$ cat src/hdl/dpms_pkg.sv
// Shared constants and types for the debounced priority mode select block.
`default_nettype none
package dpms_pkg;

  // Configuration register width and index width
  localparam int CFG_WIDTH     = 16;
  localparam int CFG_IDX_WIDTH = 3;

  // Default tick counter width
  localparam int COUNT_WIDTH_DEF = 16;

  // Register indexes
  localparam logic [CFG_IDX_WIDTH-1:0] REG_CW_CONFIRM = 3'd0;
  localparam logic [CFG_IDX_WIDTH-1:0] REG_CW_RELEASE = 3'd1;
  localparam logic [CFG_IDX_WIDTH-1:0] REG_OB_CONFIRM = 3'd2;
  localparam logic [CFG_IDX_WIDTH-1:0] REG_OB_RELEASE = 3'd3;

  // Register reset values
  localparam logic [CFG_WIDTH-1:0] CW_CONFIRM_RST = 16'd9;
  localparam logic [CFG_WIDTH-1:0] CW_RELEASE_RST = 16'd9;
  localparam logic [CFG_WIDTH-1:0] OB_CONFIRM_RST = 16'd6;
  localparam logic [CFG_WIDTH-1:0] OB_RELEASE_RST = 16'd15;

  // Drive mode codes
  typedef logic [1:0] mode_t;
  localparam mode_t MODE_LANE      = 2'd0;
  localparam mode_t MODE_CROSSWALK = 2'd1;
  localparam mode_t MODE_LIGHT     = 2'd2;
  localparam mode_t MODE_OBSTACLE  = 2'd3;

  // Per-tick control into one qualifier channel
  typedef struct packed {
    logic step;  // a tick is transferred this cycle
    logic seen;  // sampled detector flag
  } chan_ctl_t;

endpackage
`default_nettype wire

$ cat src/hdl/dpms_chan.sv
// On/off delay qualifier for one detector channel.
`default_nettype none
module dpms_chan #(
  parameter int COUNT_WIDTH = dpms_pkg::COUNT_WIDTH_DEF
) (
  input  wire logic                           clk,
  input  wire logic                           rst_n,
  input  wire dpms_pkg::chan_ctl_t            ctl,
  input  wire logic [dpms_pkg::CFG_WIDTH-1:0] cfm_ticks,
  input  wire logic [dpms_pkg::CFG_WIDTH-1:0] rel_ticks,
  output logic                                qualified_nxt
);
  import dpms_pkg::*;

  // Compare width covers both counter and threshold ranges
  localparam int CMP_W = (COUNT_WIDTH > CFG_WIDTH) ? COUNT_WIDTH : CFG_WIDTH;
  localparam logic [COUNT_WIDTH-1:0] CNT_MAX = {COUNT_WIDTH{1'b1}};
  localparam logic [COUNT_WIDTH-1:0] CNT_ONE = COUNT_WIDTH'(1);

  logic                   run_r, run_nxt;
  logic                   ever_r, ever_nxt;
  logic                   qual_r;
  logic [COUNT_WIDTH-1:0] on_r, on_nxt;
  logic [COUNT_WIDTH-1:0] off_r, off_nxt;
  logic [COUNT_WIDTH-1:0] on_inc, off_inc;

  // Saturating increments
  assign on_inc  = (on_r == CNT_MAX) ? on_r : on_r + CNT_ONE;
  assign off_inc = (off_r == CNT_MAX) ? off_r : off_r + CNT_ONE;

  // Next state for one tick
  always_comb begin
    run_nxt       = run_r;
    ever_nxt      = ever_r;
    qualified_nxt = qual_r;
    on_nxt        = run_r ? on_inc : on_r;
    off_nxt       = off_r;
    if (ctl.seen) begin
      if (!run_r) begin
        run_nxt = 1'b1;
        on_nxt  = '0;
      end
      if (CMP_W'(on_nxt) >= CMP_W'(cfm_ticks)) qualified_nxt = 1'b1;
      ever_nxt = 1'b1;
      off_nxt  = '0;
    end else if (ever_r) begin
      off_nxt = off_inc;
      if (CMP_W'(off_inc) >= CMP_W'(rel_ticks)) begin
        qualified_nxt = 1'b0;
        run_nxt       = 1'b0;
        on_nxt        = '0;
      end
    end else begin
      qualified_nxt = 1'b0;
    end
  end

  // State registers, advanced once per transferred tick
  always_ff @(posedge clk) begin
    if (!rst_n) begin
      run_r  <= 1'b0;
      ever_r <= 1'b0;
      qual_r <= 1'b0;
      on_r   <= '0;
      off_r  <= '0;
    end else if (ctl.step) begin
      run_r  <= run_nxt;
      ever_r <= ever_nxt;
      qual_r <= qualified_nxt;
      on_r   <= on_nxt;
      off_r  <= off_nxt;
    end
  end

endmodule
`default_nettype wire

$ cat src/hdl/debounced_priority_mode_select.sv
// Top level: debounced crosswalk/obstacle qualifiers and drive mode priority select.
//
// Usage:
//   Each input transfer (in_valid && in_ready) is one tick carrying the
//   crosswalk, red light and obstacle flags. Each tick yields exactly one
//   result transfer (out_valid && out_ready) with the drive mode, the two
//   qualified flags and a mode change flag.
//   Each result is registered and shown in the cycle after its tick transfer.
//   Throughput: one tick per cycle when not stalled; the qualifier counters,
//   threshold compares and the priority select all settle within that cycle.
//   in_ready is high whenever the output register is empty or being
//   drained, so a stalled receiver holds the result and blocks only new
//   ticks; nothing is dropped or repeated.
//   Configuration: cfg_we writes cfg_wdata to register cfg_index (0..3:
//   crosswalk confirm, crosswalk release, obstacle confirm, obstacle
//   release). Other indexes are ignored. Write only while idle.
//   Reset (rst_n low, synchronous): counters and flags clear, the last mode
//   becomes lane, registers take their defaults, no result is pending.
`default_nettype none
module debounced_priority_mode_select #(
  parameter int COUNT_WIDTH = dpms_pkg::COUNT_WIDTH_DEF
) (
  input  wire logic                               clk,
  input  wire logic                               rst_n,
  input  wire logic                               cfg_we,
  input  wire logic [dpms_pkg::CFG_IDX_WIDTH-1:0] cfg_index,
  input  wire logic [dpms_pkg::CFG_WIDTH-1:0]     cfg_wdata,
  input  wire logic                               in_valid,
  output logic                                    in_ready,
  input  wire logic                               in_crosswalk_seen,
  input  wire logic                               in_red_light,
  input  wire logic                               in_obstacle_seen,
  output logic                                    out_valid,
  input  wire logic                               out_ready,
  output logic [1:0]                              out_drive_mode,
  output logic                                    out_crosswalk_confirmed,
  output logic                                    out_obstacle_confirmed,
  output logic                                    out_mode_changed
);
  import dpms_pkg::*;

  logic [CFG_WIDTH-1:0] cw_confirm_r, cw_release_r, ob_confirm_r, ob_release_r;
  logic                 in_xfer;
  chan_ctl_t            cw_ctl, ob_ctl;
  logic                 cw_qual_nxt, ob_qual_nxt;
  mode_t                mode_nxt, last_mode_r;
  logic                 out_valid_r;
  mode_t                mode_r;
  logic                 cw_q_r, ob_q_r, chg_r;

  // Configuration registers
  always_ff @(posedge clk) begin
    if (!rst_n) begin
      cw_confirm_r <= CW_CONFIRM_RST;
      cw_release_r <= CW_RELEASE_RST;
      ob_confirm_r <= OB_CONFIRM_RST;
      ob_release_r <= OB_RELEASE_RST;
    end else if (cfg_we) begin
      unique case (cfg_index)
        REG_CW_CONFIRM: cw_confirm_r <= cfg_wdata;
        REG_CW_RELEASE: cw_release_r <= cfg_wdata;
        REG_OB_CONFIRM: ob_confirm_r <= cfg_wdata;
        REG_OB_RELEASE: ob_release_r <= cfg_wdata;
        default: ;
      endcase
    end
  end

  // Input handshake: take a tick unless a result is stuck in the output register
  assign in_ready = !out_valid_r || out_ready;
  assign in_xfer  = in_valid && in_ready;

  assign cw_ctl = '{step: in_xfer, seen: in_crosswalk_seen};
  assign ob_ctl = '{step: in_xfer, seen: in_obstacle_seen};

  dpms_chan #(.COUNT_WIDTH(COUNT_WIDTH)) u_cw (
    .clk           (clk),
    .rst_n         (rst_n),
    .ctl           (cw_ctl),
    .cfm_ticks     (cw_confirm_r),
    .rel_ticks     (cw_release_r),
    .qualified_nxt (cw_qual_nxt)
  );

  dpms_chan #(.COUNT_WIDTH(COUNT_WIDTH)) u_ob (
    .clk           (clk),
    .rst_n         (rst_n),
    .ctl           (ob_ctl),
    .cfm_ticks     (ob_confirm_r),
    .rel_ticks     (ob_release_r),
    .qualified_nxt (ob_qual_nxt)
  );

  // Priority select
  always_comb begin
    priority if (cw_qual_nxt)  mode_nxt = MODE_CROSSWALK;
    else if (in_red_light)     mode_nxt = MODE_LIGHT;
    else if (ob_qual_nxt)      mode_nxt = MODE_OBSTACLE;
    else                       mode_nxt = MODE_LANE;
  end

  // Control: output valid and last mode
  always_ff @(posedge clk) begin
    if (!rst_n) begin
      out_valid_r <= 1'b0;
      last_mode_r <= MODE_LANE;
    end else begin
      if (in_xfer) begin
        out_valid_r <= 1'b1;
        last_mode_r <= mode_nxt;
      end else if (out_ready) begin
        out_valid_r <= 1'b0;
      end
    end
  end

  // Result payload register
  always_ff @(posedge clk) begin
    if (in_xfer) begin
      mode_r <= mode_nxt;
      cw_q_r <= cw_qual_nxt;
      ob_q_r <= ob_qual_nxt;
      chg_r  <= (mode_nxt != last_mode_r);
    end
  end

  assign out_valid               = out_valid_r;
  assign out_drive_mode          = mode_r;
  assign out_crosswalk_confirmed = cw_q_r;
  assign out_obstacle_confirmed  = ob_q_r;
  assign out_mode_changed        = chg_r;

endmodule
`default_nettype wire

$ cat config.mk
export PLATFORM = sky130hd
export DESIGN_NAME = debounced_priority_mode_select
export DESIGN_NICKNAME = d
export VERILOG_FILES = /design/src/hdl/dpms_pkg.sv /design/src/hdl/dpms_chan.sv /design/src/hdl/debounced_priority_mode_select.sv
export SDC_FILE = /design/constraint.sdc
export NUM_CORES = 1
export LEC_CHECK = 0
export BUFFER_PORTS_ARGS = -buffer_cell sky130_fd_sc_hd__clkbuf_2
export CORE_MARGIN = 2
export CORE_UTILIZATION = 35
export CTS_CLUSTER_SIZE = 12
export DETAILED_ROUTE_END_ITERATION = 6
export GPL_ROUTABILITY_DRIVEN = 0
export SLEW_MARGIN = 40
export SYNTH_ARGS = -nofsm -noshare
export SYNTH_HDL_FRONTEND = slang
export SYNTH_HIERARCHICAL = 1
export SYNTH_SLANG_ARGS = --single-unit
$ cat constraint.sdc
create_clock -name clk -period 4.4 [get_ports clk]
set_input_delay 1.32 -clock clk [delete_from_list [all_inputs] [get_ports clk]]
set_output_delay 1.32 -clock clk [all_outputs]
set_load 0.01 [all_outputs]
==> impl_metrics.env <==
export IMPL_drtPass1Iterations=5
export IMPL_grt_pass1_vias=7143
export IMPL_synth_seq_cells=142
export IMPL_hold_viol_final=0
export IMPL_vias=7854
export IMPL_hp_class="reg2reg"
export IMPL_cp_cell_sequence="ha_1 > nand2_1 > or3_1 > o211ai_1 > xor2_1 > nor2_1 > ha_1 > a21o_1 > a21o_1 > a221oi_1 > o21ai_0 > a41oi_1 > o32ai_2 > o21ba_2 > xnor2_1 > o21ai_0"
export IMPL_final_nets=1205
export IMPL_combPwrFrac_pct=7.3
export IMPL_finalCritPeriodShare_pct=92.2
export IMPL_worstPathMaxFanout=5
export IMPL_yosys_area_share_adder_pct=9.63
export IMPL_switching_power_w=0.000735
export IMPL_routedWlPerCell_um=15.8
export IMPL_path_class="reg2reg"
export IMPL_cts_tree="done"
export IMPL_cts_buffer_depth=2
export IMPL_worst_pin_slew_ps=613
export IMPL_drv_slew=0
export IMPL_slowest_delay_ps=430
export IMPL_pwr_share_seq_pct=43.3
export IMPL_arrival_ps=4220
export IMPL_place_area_um2=9320
export IMPL_finalInstanceArea_um2=9950
export IMPL_setup_viol=0
export IMPL_antenna_left=0
export IMPL_io_pins=34
export IMPL_synthArstFlopShare_pct=0
export IMPL_cts_buffers=17
export IMPL_power_leakage_nw=3.95
export IMPL_drtIter0Drc=441
export IMPL_core_area_um2=25000
export IMPL_diodes=0
export IMPL_htreeDepth=4
export IMPL_synth_edff_count=5
export IMPL_cp_buffers_inverters=0
export IMPL_relSlewSlack_pct=58.7
export IMPL_synth_area_um2=8840
export IMPL_rows=58
export IMPL_drt_wl_total_um=23000
export IMPL_numPlacedInstances=1421
export IMPL_area_growth_pct=12.6
export IMPL_via_per_inst=5.41
export IMPL_clock_power_share_pct=49.4
export IMPL_die_area_um2=26500
export IMPL_gr_total_overflow=0
export IMPL_postCtsSetupBuffers=0
export IMPL_end_kind="flop"
export IMPL_cts_hold_buffers_added=0
export IMPL_antenna_found_initial=0
export IMPL_synth_area_mux_share_pct=2.15
export IMPL_drv_cap=0
export IMPL_syn_nets=1198
export IMPL_drive_above_1_share_pct=10.2
export IMPL_final_cell_mix="dfxtp_1, nand3_1, nand2_1, o21ai_0, inv_1"
export IMPL_dp_hpwl_um=16500
export IMPL_layout_cells_non_filler=1453
export IMPL_grt_max_degree=84
export IMPL_numPortBuffers=33
export IMPL_grt_use_total_pct=17.6
export IMPL_die_y_um=163
export IMPL_fin_setup_tns_ps=0
export IMPL_min_period_ps=4060
export IMPL_synth_compound_gate_area_share_pct=21.1
export IMPL_intPower_w=0.00233
export IMPL_peakVddDrop_uv=224
export IMPL_clkTransAtPathRegs_ps=70
export IMPL_die_x_um=163
export IMPL_synth_top_family_by_area="simple AND/OR/NAND/NOR gates"
export IMPL_yosys_most_used_dff="dfxtp_1"
export IMPL_sw_frac_of_total_pct=23.9
export IMPL_timing_hold_ws_ps=467
export IMPL_clock_sinks=142
export IMPL_grt_pass1_wl_um=37300
export IMPL_yosysWarnings=6
export IMPL_yosysSeqAreaShare_pct=32.7
export IMPL_drcViolationCount=0
export IMPL_cp_start_kind="flop"
export IMPL_skew_ps=11.1
export IMPL_root_buffer="clkbuf_16"
export IMPL_clock_latency_ps=420
export IMPL_crit_path_top_delay_cell="dfxtp_1"
export IMPL_status="finished, final reports clean"
export IMPL_avgSynthCellArea_um2=8.01
export IMPL_max_freq_ghz=0.246
export IMPL_cp_top_family="compound AO/OA/AOI/OAI gates"
export IMPL_start_util_pct=35.4
export IMPL_synth_xor_area_share_pct=4.26
export IMPL_cellPowerDensity_nw_per_um2=308
export IMPL_crit_required_ps=4560
export IMPL_synthSimpleGateAreaFrac_pct=24.1
export IMPL_reg2reg_slack_ps=340
export IMPL_syn_inst=1103
export IMPL_mostFrequentLayoutCell="dfxtp_1"
export IMPL_rsz0062_at_grt="no"
export IMPL_synth_cell_types=68
## tightest hold or removal path: stages (launching register included)
cell and delay (ps):
dfxtp_1 310, nand3_1 60, o21ai_1 50
## registers in the layout, summed over array words and instances, names as in the netlist, 16 cells and up
name	cells
cw_confirm_r	16
cw_release_r	16
ob_confirm_r	16
ob_release_r	16
u_cw/off_r	16
u_cw/on_r	16
u_ob/off_r	16
u_ob/on_r	16
## power groups by stage
stage                     clock network (W)  registers, W  logic, W
after global placement                    0       0.00136  0.000222
after global routing                0.00160       0.00133  0.000248
after CTS                           0.00155       0.00133  0.000224
after detailed placement                  0       0.00136  0.000223
final                               0.00152       0.00133  0.000223
after floorplan                           0       0.00136  0.000140
## path summary, 6_finish.rpt
check,startpoint,end,cells past startpoint
min reg2reg,cw_confirm_r[6],cw_confirm_r[6],2
min,cw_confirm_r[6],cw_confirm_r[6],2
max reg2reg,u_ob/on_r[0],out_mode_changed,16
max,u_ob/on_r[0],out_mode_changed,16
## Yosys cell counts (all sizes together) (19+ instances only)
cell type | count | area (µm²)
and3 | 20 | 135
xnor2 | 27 | 236
buf | 19 | 88.8
nand2 | 100 | 380
clkbuf | 42 | 158
dfxtp | 137 | 2740
inv | 73 | 274
o21ai | 107 | 543
nor3 | 29 | 168
nand4 | 28 | 205
nand3 | 107 | 556
a21oi | 59 | 295
nor2 | 61 | 229
ha | 68 | 851
## logic make-up (layout without fill, tap and decap cells)
kind of cell,count (synthesis),in the layout
multiplexers,18,18
flip-flops,142,142
adder cells (fa/ha/maj),68,68
AND/OR/NAND/NOR,404,404
AO/OA/AOI/OAI,292,292
buffers and inverters,136,156
XOR/XNOR,43,43
## routing by layer
metal	wire [µm]	vias up	track usage, %	share of wire [%]
met3	859	19	2.78	3.7
li1	-	4028	-	-
met5	0	-	0	0
met1	10900	3639	23.5	47
met2	10900	168	29.4	48
met4	262	0	4.87	1.1
## repair_timing
| item | 4_1_cts | 5_1_grt |
|---|---|---|
| endpoints found under the setup margin | 0 | 1 |
| resized for setup | 0 | 2 |
| endpoints found under the hold margin | 0 | 0 |
## area by class of cell
| class | count | area (µm²) |
|---|---|---|
| repair buffers | 49 | 313 |
| flip-flops and latches | 142 | 2890 |
| well taps | 330 | 413 |
| multi-input cells | 825 | 5430 |
| clock inverters | 11 | 138 |
| clock buffers | 21 | 480 |
| fillers | 2601 | 15000 |
| inverters | 75 | 282 |
## metrics by stage
stage	worst slack (ps)	power, W	util [%]
final	343	0.00307	39.9
after global routing	9.47	0.00318	39.9
after CTS	339	0.00310	39.8
after detailed placement	376	0.00158	37.3
after global placement	403	0.00158	37.3
after floorplan	868	0.00150	-
(Power assumes the default switching activity.)
